**config.mk**
```make
export PLATFORM = sky130hd
export DESIGN_NAME = line_follow_pid_steering_top
export DESIGN_NICKNAME = d
export VERILOG_FILES = /design/src/design/lfps_pkg.sv /design/src/design/line_follow_pid_steering_top.sv /design/src/design/lfps_front.sv /design/src/design/lfps_pid.sv /design/src/design/lfps_scale.sv
export SDC_FILE = /design/constraint.sdc
export NUM_CORES = 2
export LEC_CHECK = 0
export BUFFER_PORTS_ARGS = -buffer_cell sky130_fd_sc_hd__buf_4
export CAP_MARGIN = 20
export CORE_AREA = 2 2 391 393
export DETAILED_ROUTE_END_ITERATION = 16
export DIE_AREA = 0 0 393 395
export PLACE_DENSITY = 0.71
export SLEW_MARGIN = 20
export SYNTH_ARGS = -nofsm -noshare
export SYNTH_HDL_FRONTEND = slang
export SYNTH_SLANG_ARGS = --single-unit
```
**constraint.sdc**
```tcl
create_clock -name i_clk -period 16.4 [get_ports i_clk]
set_input_delay 2.46 -clock i_clk [delete_from_list [all_inputs] [get_ports i_clk]]
set_output_delay 2.46 -clock i_clk [all_outputs]
set_load 0.01 [all_outputs]
```
**src/design/lfps_pkg.sv**
```systemverilog
// Shared types, constants and register codes of the line-follow PID steering block.
package lfps_pkg;

    localparam int SENSOR_COUNT = 8;
    localparam int END_FRAMES   = 5;

    localparam int IR_W       = 10;
    localparam int ERR_W      = 15;
    localparam int DELTA_W    = ERR_W + 1;
    localparam int GAIN_W     = 32;
    localparam int SPD_W      = 16;
    localparam int WF_W       = 3;
    localparam int INTEG_W    = 48;
    localparam int PE_W       = GAIN_W + ERR_W;
    localparam int DE_W       = GAIN_W + DELTA_W;
    localparam int SUM_W      = 50;
    localparam int CFG_IDX_W  = 3;
    localparam int CFG_DATA_W = 32;

    // Correction divisor 4096000 = 2^15 * 125. Magnitude is shifted by 15,
    // clipped to 24 bits (anything larger saturates both wheels anyway),
    // then divided by 125 with a reciprocal multiply.
    localparam int MAG_SHIFT   = 15;
    localparam int QX_W        = 24;
    localparam int RECIP_W     = 26;
    localparam int RECIP_SHIFT = 32;
    localparam int Q_W         = 18;
    localparam int CORR_W      = Q_W + 1;
    localparam int SPDX_W      = SPD_W + 4;
    localparam logic [RECIP_W-1:0] RECIP_125 = 26'd34359739;

    localparam logic [IR_W-1:0] CARPET_LOW  = 10'd300;
    localparam logic [IR_W-1:0] CARPET_HIGH = 10'd400;

    localparam logic signed [ERR_W-1:0] WEIGHTS [SENSOR_COUNT] = '{
        -15'sd4000, -15'sd3000, -15'sd2000, -15'sd1000,
         15'sd1000,  15'sd2000,  15'sd3000,  15'sd4000
    };

    localparam logic [IR_W-1:0]          WHITE_THR_RST = 10'd800;
    localparam logic signed [GAIN_W-1:0] KP_RST        = 32'sd13421773;
    localparam logic signed [GAIN_W-1:0] KI_RST        = 32'sd0;
    localparam logic signed [GAIN_W-1:0] KD_RST        = 32'sd0;
    localparam logic [SPD_W-1:0]         BASE_RST      = 16'd12288;
    localparam logic [SPD_W-1:0]         MAX_RST       = 16'd40960;

    typedef enum logic [CFG_IDX_W-1:0] {
        CFG_WHITE_THR  = 3'd0,
        CFG_PROP_GAIN  = 3'd1,
        CFG_INTEG_GAIN = 3'd2,
        CFG_DERIV_GAIN = 3'd3,
        CFG_BASE_SPEED = 3'd4,
        CFG_MAX_SPEED  = 3'd5
    } t_cfg_idx;

    typedef struct packed {
        logic [IR_W-1:0]          white_thr;
        logic signed [GAIN_W-1:0] kp;
        logic signed [GAIN_W-1:0] ki;
        logic signed [GAIN_W-1:0] kd;
        logic [SPD_W-1:0]         base;
        logic [SPD_W-1:0]         max;
    } t_cfg;

    typedef logic [SENSOR_COUNT-1:0][IR_W-1:0] t_frame;

    // Per-frame tag carried down the pipe to the result
    typedef struct packed {
        logic signed [ERR_W-1:0] err;
        logic                    done;
        logic                    carpet;
    } t_tag;

    typedef struct packed {
        t_tag                      tag;
        logic signed [DELTA_W-1:0] delta;
    } t_front_item;

    typedef struct packed {
        t_tag                    tag;
        logic signed [SUM_W-1:0] sum;
    } t_pid_item;

    typedef struct packed {
        t_tag             tag;
        logic [SPD_W-1:0] left;
        logic [SPD_W-1:0] right;
    } t_result;

endpackage

```
**src/design/line_follow_pid_steering_top.sv**
```systemverilog
// Top level of the line-follow PID steering block: config registers and pipeline.
//
// Input channel: one transaction carries one frame of eight 10-bit IR readings
// (i_ir_0 leftmost .. i_ir_7 rightmost), taken when i_valid is high and o_stall
// low. Output channel: one transaction per frame carrying left/right wheel
// speeds (Q4.12), the weighted line error and the end/carpet flags, taken when
// o_valid is high and i_stall low.
// Config: i_cfg_we writes i_cfg_data into register i_cfg_idx (threshold, Kp, Ki,
// Kd, base speed, max speed). Indexes past the last register are ignored.
// Write config only while no frame is in flight.
// Pipeline: seven register stages (input, error, products, PID sum, magnitude,
// quotient, output). Throughput: one frame per cycle while the output is not
// stalled; the error history and integral are each updated through a feedback
// loop around a single register.
// Each stage holds when the stage after it is full and blocked, so a stalled
// output still lets frames enter until the pipe is full; o_stall then rises.
// Reset (synchronous, active low) empties the pipe, loads default gains and
// speeds, and clears the previous error, integral and white-frame count.
module line_follow_pid_steering_top (
    input  logic                                 i_clk,
    input  logic                                 i_rst_n,
    input  logic                                 i_cfg_we,
    input  logic [lfps_pkg::CFG_IDX_W-1:0]       i_cfg_idx,
    input  logic [lfps_pkg::CFG_DATA_W-1:0]      i_cfg_data,
    input  logic                                 i_valid,
    output logic                                 o_stall,
    input  logic [lfps_pkg::IR_W-1:0]            i_ir_0,
    input  logic [lfps_pkg::IR_W-1:0]            i_ir_1,
    input  logic [lfps_pkg::IR_W-1:0]            i_ir_2,
    input  logic [lfps_pkg::IR_W-1:0]            i_ir_3,
    input  logic [lfps_pkg::IR_W-1:0]            i_ir_4,
    input  logic [lfps_pkg::IR_W-1:0]            i_ir_5,
    input  logic [lfps_pkg::IR_W-1:0]            i_ir_6,
    input  logic [lfps_pkg::IR_W-1:0]            i_ir_7,
    output logic                                 o_valid,
    input  logic                                 i_stall,
    output logic [lfps_pkg::SPD_W-1:0]           o_left_speed,
    output logic [lfps_pkg::SPD_W-1:0]           o_right_speed,
    output logic signed [lfps_pkg::ERR_W-1:0]    o_line_error,
    output logic                                 o_end_reached,
    output logic                                 o_carpet_seen
);
    import lfps_pkg::*;

    t_cfg        r_cfg;
    t_frame      frame;
    logic        front_ready;
    logic        front_valid;
    t_front_item front_item;
    logic        pid_ready;
    logic        pid_valid;
    t_pid_item   pid_item;
    logic        scale_ready;
    t_result     result;

    // register file; unknown indexes fall to the default arm
    always_ff @(posedge i_clk) begin
        if (!i_rst_n) begin
            r_cfg.white_thr <= WHITE_THR_RST;
            r_cfg.kp        <= KP_RST;
            r_cfg.ki        <= KI_RST;
            r_cfg.kd        <= KD_RST;
            r_cfg.base      <= BASE_RST;
            r_cfg.max       <= MAX_RST;
        end else if (i_cfg_we) begin
            case (t_cfg_idx'(i_cfg_idx))
                CFG_WHITE_THR:  r_cfg.white_thr <= i_cfg_data[IR_W-1:0];
                CFG_PROP_GAIN:  r_cfg.kp        <= $signed(i_cfg_data[GAIN_W-1:0]);
                CFG_INTEG_GAIN: r_cfg.ki        <= $signed(i_cfg_data[GAIN_W-1:0]);
                CFG_DERIV_GAIN: r_cfg.kd        <= $signed(i_cfg_data[GAIN_W-1:0]);
                CFG_BASE_SPEED: r_cfg.base      <= i_cfg_data[SPD_W-1:0];
                CFG_MAX_SPEED:  r_cfg.max       <= i_cfg_data[SPD_W-1:0];
                default: begin
                end
            endcase
        end
    end

    assign frame[0] = i_ir_0;
    assign frame[1] = i_ir_1;
    assign frame[2] = i_ir_2;
    assign frame[3] = i_ir_3;
    assign frame[4] = i_ir_4;
    assign frame[5] = i_ir_5;
    assign frame[6] = i_ir_6;
    assign frame[7] = i_ir_7;

    lfps_front u_front (
        .i_clk   (i_clk),
        .i_rst_n (i_rst_n),
        .i_cfg   (r_cfg),
        .i_valid (i_valid),
        .o_ready (front_ready),
        .i_frame (frame),
        .o_valid (front_valid),
        .i_ready (pid_ready),
        .o_item  (front_item)
    );

    lfps_pid u_pid (
        .i_clk   (i_clk),
        .i_rst_n (i_rst_n),
        .i_cfg   (r_cfg),
        .i_valid (front_valid),
        .o_ready (pid_ready),
        .i_item  (front_item),
        .o_valid (pid_valid),
        .i_ready (scale_ready),
        .o_item  (pid_item)
    );

    lfps_scale u_scale (
        .i_clk    (i_clk),
        .i_rst_n  (i_rst_n),
        .i_cfg    (r_cfg),
        .i_valid  (pid_valid),
        .o_ready  (scale_ready),
        .i_item   (pid_item),
        .o_valid  (o_valid),
        .i_ready  (!i_stall),
        .o_result (result)
    );

    assign o_stall       = !front_ready;
    assign o_left_speed  = result.left;
    assign o_right_speed = result.right;
    assign o_line_error  = result.tag.err;
    assign o_end_reached = result.tag.done;
    assign o_carpet_seen = result.tag.carpet;

endmodule

```
**src/design/lfps_front.sv**
```systemverilog
// Sensor thresholding, weighted line error, end/carpet detection and error history.
module lfps_front (
    input  logic                  i_clk,
    input  logic                  i_rst_n,
    input  lfps_pkg::t_cfg        i_cfg,
    input  logic                  i_valid,
    output logic                  o_ready,
    input  lfps_pkg::t_frame      i_frame,
    output logic                  o_valid,
    input  logic                  i_ready,
    output lfps_pkg::t_front_item o_item
);
    import lfps_pkg::*;

    logic                    r_a_v;
    t_frame                  r_a_frame;
    logic                    r_b_v;
    t_front_item             r_b_item;
    logic signed [ERR_W-1:0] r_prev_err, n_prev_err;
    logic [WF_W-1:0]         r_wf, n_wf;

    logic [SENSOR_COUNT-1:0] hit;
    logic [SENSOR_COUNT-1:0] in_carpet;
    logic signed [ERR_W-1:0] err;
    logic                    all_white;
    logic                    carpet;
    logic                    done;
    logic [WF_W-1:0]         wf_inc;
    t_front_item             item;
    logic                    rdy_b;
    logic                    move_ab;

    assign rdy_b   = !r_b_v || i_ready;
    assign o_ready = !r_a_v || rdy_b;
    assign move_ab = r_a_v && rdy_b;

    always_comb begin
        err = '0;
        for (int i = 0; i < SENSOR_COUNT; i++) begin
            hit[i]       = (r_a_frame[i] >= i_cfg.white_thr);
            in_carpet[i] = (r_a_frame[i] > CARPET_LOW) && (r_a_frame[i] < CARPET_HIGH);
            if (hit[i]) begin
                err = err + WEIGHTS[i];
            end
        end
        all_white = &hit;
        carpet    = &in_carpet;
        wf_inc    = r_wf + 1'b1;
        done      = all_white && (wf_inc >= WF_W'(END_FRAMES));

        item.tag.err    = err;
        item.tag.done   = done;
        item.tag.carpet = carpet;
        item.delta      = {err[ERR_W-1], err} - {r_prev_err[ERR_W-1], r_prev_err};

        n_prev_err = r_prev_err;
        n_wf       = r_wf;
        if (move_ab) begin
            if (done || carpet) begin
                n_prev_err = '0;
                n_wf       = '0;
            end else begin
                n_prev_err = err;
                if (all_white) begin
                    n_wf = wf_inc;
                end
            end
        end
    end

    always_ff @(posedge i_clk) begin
        if (!i_rst_n) begin
            r_a_v      <= 1'b0;
            r_b_v      <= 1'b0;
            r_prev_err <= '0;
            r_wf       <= '0;
        end else begin
            if (o_ready) begin
                r_a_v <= i_valid;
            end
            if (rdy_b) begin
                r_b_v <= r_a_v;
            end
            r_prev_err <= n_prev_err;
            r_wf       <= n_wf;
        end
    end

    always_ff @(posedge i_clk) begin
        if (o_ready && i_valid) begin
            r_a_frame <= i_frame;
        end
        if (move_ab) begin
            r_b_item <= item;
        end
    end

    assign o_valid = r_b_v;
    assign o_item  = r_b_item;

endmodule

```
**src/design/lfps_pid.sv**
```systemverilog
// PID terms: three gain multiplies, saturating integral and the summed correction.
module lfps_pid (
    input  logic                  i_clk,
    input  logic                  i_rst_n,
    input  lfps_pkg::t_cfg        i_cfg,
    input  logic                  i_valid,
    output logic                  o_ready,
    input  lfps_pkg::t_front_item i_item,
    output logic                  o_valid,
    input  logic                  i_ready,
    output lfps_pkg::t_pid_item   o_item
);
    import lfps_pkg::*;

    logic                      r_c_v;
    t_tag                      r_c_tag;
    logic signed [PE_W-1:0]    r_c_pe;
    logic signed [PE_W-1:0]    r_c_ie;
    logic signed [DE_W-1:0]    r_c_de;
    logic                      r_d_v;
    t_pid_item                 r_d_item;
    logic signed [INTEG_W-1:0] r_integ, n_integ;

    logic signed [PE_W-1:0]    pe;
    logic signed [PE_W-1:0]    ie;
    logic signed [DE_W-1:0]    de;
    logic signed [INTEG_W:0]   i_full;
    logic signed [INTEG_W-1:0] i_term;
    t_pid_item                 item;
    logic                      rdy_d;
    logic                      move_cd;

    assign rdy_d   = !r_d_v || i_ready;
    assign o_ready = !r_c_v || rdy_d;
    assign move_cd = r_c_v && rdy_d;

    assign pe = PE_W'($signed(i_cfg.kp)) * PE_W'($signed(i_item.tag.err));
    assign ie = PE_W'($signed(i_cfg.ki)) * PE_W'($signed(i_item.tag.err));
    assign de = DE_W'($signed(i_cfg.kd)) * DE_W'($signed(i_item.delta));

    always_comb begin
        i_full = (INTEG_W+1)'(r_c_ie) + (INTEG_W+1)'(r_integ);
        // saturate to the 48-bit signed range
        if (i_full[INTEG_W] != i_full[INTEG_W-1]) begin
            i_term = {i_full[INTEG_W], {(INTEG_W-1){~i_full[INTEG_W]}}};
        end else begin
            i_term = i_full[INTEG_W-1:0];
        end
        item.tag = r_c_tag;
        item.sum = SUM_W'(r_c_pe) + SUM_W'(i_term) + SUM_W'(r_c_de);

        n_integ = r_integ;
        if (move_cd) begin
            n_integ = (r_c_tag.done || r_c_tag.carpet) ? '0 : i_term;
        end
    end

    always_ff @(posedge i_clk) begin
        if (!i_rst_n) begin
            r_c_v   <= 1'b0;
            r_d_v   <= 1'b0;
            r_integ <= '0;
        end else begin
            if (o_ready) begin
                r_c_v <= i_valid;
            end
            if (rdy_d) begin
                r_d_v <= r_c_v;
            end
            r_integ <= n_integ;
        end
    end

    always_ff @(posedge i_clk) begin
        if (o_ready && i_valid) begin
            r_c_tag <= i_item.tag;
            r_c_pe  <= pe;
            r_c_ie  <= ie;
            r_c_de  <= de;
        end
        if (move_cd) begin
            r_d_item <= item;
        end
    end

    assign o_valid = r_d_v;
    assign o_item  = r_d_item;

endmodule

```
**src/design/lfps_scale.sv**
```systemverilog
// Correction scaling (divide by 4096000, toward zero) and clamped wheel speeds.
module lfps_scale (
    input  logic                i_clk,
    input  logic                i_rst_n,
    input  lfps_pkg::t_cfg      i_cfg,
    input  logic                i_valid,
    output logic                o_ready,
    input  lfps_pkg::t_pid_item i_item,
    output logic                o_valid,
    input  logic                i_ready,
    output lfps_pkg::t_result   o_result
);
    import lfps_pkg::*;

    localparam int XS_W   = SUM_W - MAG_SHIFT;
    localparam int PROD_W = QX_W + RECIP_W;

    logic                     r_e_v;
    t_tag                     r_e_tag;
    logic [QX_W-1:0]          r_e_x;
    logic                     r_e_neg;
    logic                     r_f_v;
    t_tag                     r_f_tag;
    logic signed [CORR_W-1:0] r_f_corr;
    logic                     r_g_v;
    t_result                  r_g_res;

    logic                     neg;
    logic [SUM_W-1:0]         mag;
    logic [XS_W-1:0]          xs;
    logic [QX_W-1:0]          x;
    logic [PROD_W-1:0]        prod;
    logic [Q_W-1:0]           q;
    logic signed [CORR_W-1:0] corr;
    logic signed [SPDX_W-1:0] base_x;
    logic signed [SPDX_W-1:0] corr_x;
    logic signed [SPDX_W-1:0] left_x;
    logic signed [SPDX_W-1:0] right_x;
    t_result                  res;
    logic                     rdy_f;
    logic                     rdy_g;

    function automatic logic [SPD_W-1:0] clamp_speed(input logic signed [SPDX_W-1:0] v,
                                                     input logic [SPD_W-1:0] vmax);
        logic [SPD_W-1:0] r;
        if (v[SPDX_W-1]) begin
            r = '0;
        end else if (v[SPDX_W-2:0] > (SPDX_W-1)'(vmax)) begin
            r = vmax;
        end else begin
            r = v[SPD_W-1:0];
        end
        return r;
    endfunction

    assign rdy_g   = !r_g_v || i_ready;
    assign rdy_f   = !r_f_v || rdy_g;
    assign o_ready = !r_e_v || rdy_f;

    // magnitude, pre-shift and clip
    always_comb begin
        neg = i_item.sum[SUM_W-1];
        mag = neg ? SUM_W'(-i_item.sum) : SUM_W'(i_item.sum);
        xs  = mag[SUM_W-1:MAG_SHIFT];
        x   = (|xs[XS_W-1:QX_W]) ? '1 : xs[QX_W-1:0];
    end

    // divide by 125 through the reciprocal, restore the sign
    always_comb begin
        prod = PROD_W'(r_e_x) * PROD_W'(RECIP_125);
        q    = prod[RECIP_SHIFT +: Q_W];
        corr = r_e_neg ? -$signed({1'b0, q}) : $signed({1'b0, q});
    end

    always_comb begin
        base_x    = $signed({{(SPDX_W-SPD_W){1'b0}}, i_cfg.base});
        corr_x    = $signed({{(SPDX_W-CORR_W){r_f_corr[CORR_W-1]}}, r_f_corr});
        left_x    = base_x + corr_x;
        right_x   = base_x - corr_x;
        res.tag   = r_f_tag;
        res.left  = clamp_speed(left_x, i_cfg.max);
        res.right = clamp_speed(right_x, i_cfg.max);
    end

    always_ff @(posedge i_clk) begin
        if (!i_rst_n) begin
            r_e_v <= 1'b0;
            r_f_v <= 1'b0;
            r_g_v <= 1'b0;
        end else begin
            if (o_ready) begin
                r_e_v <= i_valid;
            end
            if (rdy_f) begin
                r_f_v <= r_e_v;
            end
            if (rdy_g) begin
                r_g_v <= r_f_v;
            end
        end
    end

    always_ff @(posedge i_clk) begin
        if (o_ready && i_valid) begin
            r_e_tag <= i_item.tag;
            r_e_x   <= x;
            r_e_neg <= neg;
        end
        if (rdy_f && r_e_v) begin
            r_f_tag  <= r_e_tag;
            r_f_corr <= corr;
        end
        if (rdy_g && r_f_v) begin
            r_g_res <= res;
        end
    end

    assign o_valid  = r_g_v;
    assign o_result = r_g_res;

endmodule

```
* After elaboration in Yosys (flattened, before gate mapping)
Index checks and enable logic that the tools add are counted.
** Storage, ports and cells
- Register bits :: 677
- Logic and storage cells :: 170
- Output and inout bits :: 51
- Bits of input ports :: 120
** Cells by class
- Add/subtract/negate cells :: 16
- Bitwise gates (word level) :: 1
- Reduce and logical (&&, ||, !) cells :: 46
- Magnitude comparators :: 27
- $mul :: 4
- Multiplexer cells :: 17
- Eq/ne operators :: 6
** Operator list (count)
- $mux W15 :: 9
- $add A47 B48 Y49 :: 2
- $mux W48 :: 2
- $mul A32 B15 Y47 :: 2
- $ge A10 B10 Y1 :: 8
- $gt A10 B9 Y1 const B :: 8
- $lt A10 B9 Y1 const B :: 8
- $add A49 B48 Y50 :: 1
- $mul A24 B26 Y50 const B :: 1
- $mux W50 :: 1
- $neg A50 Y50 :: 1
- $mul A32 B16 Y48 :: 1
- $add A15 B13 Y15 const B :: 3
- $gt A19 B16 Y1 :: 2
- $mux W16 :: 2
- $add A15 B11 Y15 const B :: 2
- $add A15 B12 Y15 const B :: 2
- $add A17 B19 Y20 :: 1
- $sub A17 B19 Y20 :: 1
- $neg A18 Y19 :: 1
- $mux W18 :: 1
- $logic_and A1 B1 Y1 :: 16
- $reduce_and A8 Y1 :: 2
- $sub A15 B15 Y16 :: 1
- other kinds (14) :: 39

* Longest topological paths before layout
- Depth after elaboration :: 17
- Gate-level depth with buffers :: 39
- Mapped depth without buffers :: 37

* By module
A second synthesis with hierarchy kept.
** Unflattened totals
- Cell total of the unflattened synthesis :: 10039
- Area total of the unflattened synthesis :: 96568.9 um^2
** By module, submodules not included
- lfps_pid :: area an instance 65407.7 um^2, cells each 7021, sequential area each 7787.5 um^2, times used 1
- lfps_scale :: area an instance 17543.1 um^2, cells each 1752, sequential area each 3873.7 um^2, times used 1
- lfps_front :: area an instance 8393.0 um^2, cells each 755, sequential area each 3553.4 um^2, times used 1
- line_follow_pid_steering_top :: area an instance 5225.0 um^2, cells each 511, sequential area each 2762.6 um^2, times used 1

* Least setup slack after synthesis
No wires, ideal clock.
- Path type :: input to register
- Start point :: in i_stall
- End point :: reg u_pid.r_c_tag, in the netlist u_pid.item[50], enable pin
- Library setup time :: 0.878 ns
- Required time :: 15.522 ns
- Stages on the path :: 3
- Path buffers :: 0
- Path slack :: 2.020 ns
- Data arrival time :: 13.501 ns
- Path through :: and3_1 > and3_1 > a21boi_0
** Between the ends
- Cells in the longest elaborated chain, start to end :: 7
** RTL lines
- start: declaration :: line line_follow_pid_steering_top.sv:36 : input logic i_stall,
- $logic_not A1 Y1 :: line line_follow_pid_steering_top.sv:120 : .i_ready (!i_stall),
- $logic_or A1 B1 Y1 :: line lfps_scale.sv:56 : assign rdy_g = !r_g_v || i_ready;
- $logic_or A1 B1 Y1 :: line lfps_scale.sv:57 : assign rdy_f = !r_f_v || rdy_g;
- $logic_or A1 B1 Y1 :: line lfps_scale.sv:58 : assign o_ready = !r_e_v || rdy_f;
- $logic_or A1 B1 Y1 :: line lfps_pid.sv:33 : assign rdy_d = !r_d_v || i_ready;
- $logic_or A1 B1 Y1 :: line lfps_pid.sv:34 : assign o_ready = !r_c_v || rdy_d;
- $logic_and A1 B1 Y1 :: line lfps_pid.sv:75 : if (o_ready && i_valid) begin
- end signal: assignment :: line lfps_pid.sv:76 : r_c_tag <= i_item.tag;
- end: declaration :: line lfps_pid.sv:16 : t_tag r_c_tag;
No other way between the ends.
A chain may end at the register's enable or synchronous reset.

==> impl_results.md <==
- Status: finished, final reports clean
- Die height: 395 µm
- Lkg Pwr: 0.0406 µW
- Post-Syn Area: 82600 µm²
- Synth async-reset ratio: 0%
- Max Freq: 0.0968 GHz
- Initial drt markers: 3968
- Most Frequent Cell on Critical Path: o21ai_0
- Fin crit period: 10.33 ns
- GPL Wtd Cong: 0.920
- Final worst-path cycle share: 63.0%
- Worst hold path type: reg2reg
- Core Region: 151000 µm²
- Hold-fix buffers at CTS: 0
- Top FF cell, synth: edfxtp_1
- Reg clk slew, reported paths: 0.06 ns
- Max IR drop VDD: 0.436 mV
- Initial Util: 54.6%
- Required @ worst endpoint: 16.81 ns
- Worst Tran Pin Value: 1.12 ns
- Worst setup SP type: register
- Via density: 5.58
- Slew Limit Fails: 0
- Full die area: 155000 µm²
- FP Rows: 143
- WHS Path Cells: 0
- Global-route wire length before repair: 343000 µm
- Switching Share: 46.9%
- Routed WL: 214000 µm
- Top cell type's share of synthesized area: 31.3%
- CP peak stage delay: 0.46 ns
- Multi-input logic area: 58000 µm²
- Layout Skew: 0.0277 ns
- H-Tree Depth: 3
- Largest net degree at the start of global routing: 140
- Initial antenna violation count: 6
- Post-detail-place hpwl: 169000 µm
- Total GRT Usage: 28.3%
- Seq. cell area: 17300 µm²
- Reg2reg start: u_pid.r_c_ie[4]$_DFFE_PP_
- Largest area contributor in the netlist: fa_1
- Relative slew margins: 25.2%
- Clock root buffer: clkbuf_16
- Final layout net count: 10.8k
- Switching pwr: 6200 µW
- Syn avg cell area: 9.66 µm²
- Comb power frac: 68.0%
- Port buffer count: 167
- Setup_tns: 0 ns
- Setup WS post-layout: 6.07 ns
- Crit-path max FO: 33
- Io pins: 171
- Vias in the first global route: 62.8k
- End of the worst register-to-register path: u_pid.o_item[48]$_DFFE_PP_
- Place WS: 6.30 ns
- Clk_lat worst skew: 0.68 ns
- Hold Crit Start: u_scale.r_f_tag[8]$_DFFE_PP_
- Clock Tree Buf Depth: 3
- Fillers: 12.9k
- Detail Route Antenna Nets: 0
- WL/cell: 20.1 µm
- Cts bufs inserted: 76
- Power share of the sequential group: 18.5%
- CP Class: reg2reg
- Max Cap Violations: 0
- Total number of vias: 59.4k
- Post-CTS resize count: 0
- Most common cell after layout, fill and taps aside: inv_1
- Die span in x: 393 µm
- Endpoints failing setup: 0
- Overflow after GRT: 0
- Yosys reg bits: 644
- Cell variety after synth: 88
- Post-synth EDFFs: 436
- PD cells: 149 nW/µm²
- R2R setup slack: 6.07 ns
- Clock Power Share: 13.6%
- Final hold vios: 0
- Unrepaired setup endpoints after global routing: false
- Internal Power: 7000 µW
- Syn-to-layout area delta: 7.11%
- Crit path DAT: 10.74 ns
- Clk sink count: 644
- Post-synthesis sequential area ratio: 20.9%
- Worst setup EP type: register
- Synthesis Warnings: 0
- CP max stage cell: a2111oi_0
- Synth top area cells: fa_1 31%, edfxtp_1 16%, ha_1 13%, inv_1 7.5%, nand2_1 5.4%
- Layout cells sized above 1: 4.94%
- # DRC: 0
- Reg2Reg Depth: 38
- Hold endpoint: u_scale.o_result[40]$_DFFE_PP_
- Post-CTS Setup Bufs: 0
- Drt first pass iters: 7
- CTS tree: built
- Commonest cells after routing, fill and taps aside: 1647 x inv_1, 1291 x fa_1, 1190 x nand2_1
- Synthesized instance count: 8547
[registers in the layout, indices dropped and copies added (netlist names), 3 cells and up]
signal,count
r_cfg,138
u_front.o_item,27
u_front.r_a_frame,80
u_front.r_prev_err,12
u_front.r_wf,3
u_pid.item,14
u_pid.o_item,64
u_pid.r_c_de,45
u_pid.r_c_ie,44
u_pid.r_c_pe,44
u_pid.r_integ,48
u_scale.o_result,46
u_scale.r_e_tag,14
u_scale.r_e_x,24
u_scale.r_f_corr,19
u_scale.r_f_tag,14
[cell type report]
cell class	instances	share of cell area, %
clock buffer	95	2.36
antenna	5	0.0141
tap	2030	2.87
inverter	1648	7.00
sequential	644	19.5
multi-input combinational	5936	65.6
timing repair buffer	241	2.06
clock inverter	46	0.597
[power groups by stage]
stage	Sequential (µW)	Combinational, µW	Clock (µW)
after floorplan	2430	6470	0
after global placement	2470	8710	0
after detailed placement	2470	8920	0
after CTS	2440	8990	1820
after global routing	2450	10100	1880
final	2440	8970	1790
[Yosys cell counts (all sizes together), types with 47 or more instances]
library cell     n
nand2b         149
xor2           113
nor3            58
and2           396
a21o           150
nand2         1190
edfxtp         436
nor2           218
o21bai          47
nand3           68
dfxtp          208
xnor2          221
fa            1291
clkbuf         309
a21oi          397
inv           1647
ha             866
o21ai          183
[per-layer routing]
layer | up-vias | GRT usage (%) | share of wire (%)
met4 | 4 | 10.9 | 4.2
met2 | 1855 | 48.7 | 49
li1 | 27090 | - | -
met5 | - | 0 | 0.0084
met3 | 431 | 4.08 | 6.3
met1 | 30000 | 36.0 | 40
[critical path: cells and delay by family (launching register included)]
family	cells	cell delay, ns
AO/OA/AOI/OAI	26	6.89
adder cells (fa/ha/maj)	4	1.30
buffers and inverters	3	0.50
AND/OR/NAND/NOR	5	0.91
flip-flops	1	0.42
[how the worst max path moves through the flow]
stage	startpoint	end	cells past startpoint
5_1_grt	u_pid.r_c_ie[4]$_DFFE_PP_	u_pid.o_item[48]$_DFFE_PP_	38
3_5_place_dp	u_pid.r_c_ie[4]$_DFFE_PP_	u_pid.o_item[48]$_DFFE_PP_	38
3_3_place_gp	u_pid.r_c_ie[4]$_DFFE_PP_	u_pid.o_item[48]$_DFFE_PP_	38
4_1_cts	u_pid.r_c_ie[4]$_DFFE_PP_	u_pid.o_item[48]$_DFFE_PP_	38
6_report	u_pid.r_c_ie[4]$_DFFE_PP_	u_pid.o_item[48]$_DFFE_PP_	38
2_1_floorplan	i_stall	u_pid.item[50]$_DFFE_PP_	3
[through the flow]
| step | power (µW) | cells | hold WS [ns] | instance area [µm²] | utilization [%] |
|---|---|---|---|---|---|
| 2_1_floorplan | 8900 | 8549 | 0.400 | 82600 | - |
| 3_3_place_gp | 11200 | 10499 | 0.401 | 85800 | 56.8 |
| 3_5_place_dp | 11400 | 10499 | 0.405 | 85800 | 56.8 |
| 4_1_cts | 13300 | 10640 | 0.418 | 88400 | 58.5 |
| 5_1_grt | 14400 | 10641 | 0.420 | 88400 | 58.5 |
| 6_report | 13200 | 10645 | 0.416 | 88500 | 58.5 |
[cell families after synthesis]
logic type | synth area share [%]
and+or+nand+nor | 13.0
adders and majority gates | 44.5
buffers and inverters | 8.98
AOI/OAI and AO/OA | 8.85
DFF | 20.9
xor gates and xnor gates | 3.62
muxes | 0.138
other | 0.00454
No activity file was read; power rests on OpenSTA's default activity.
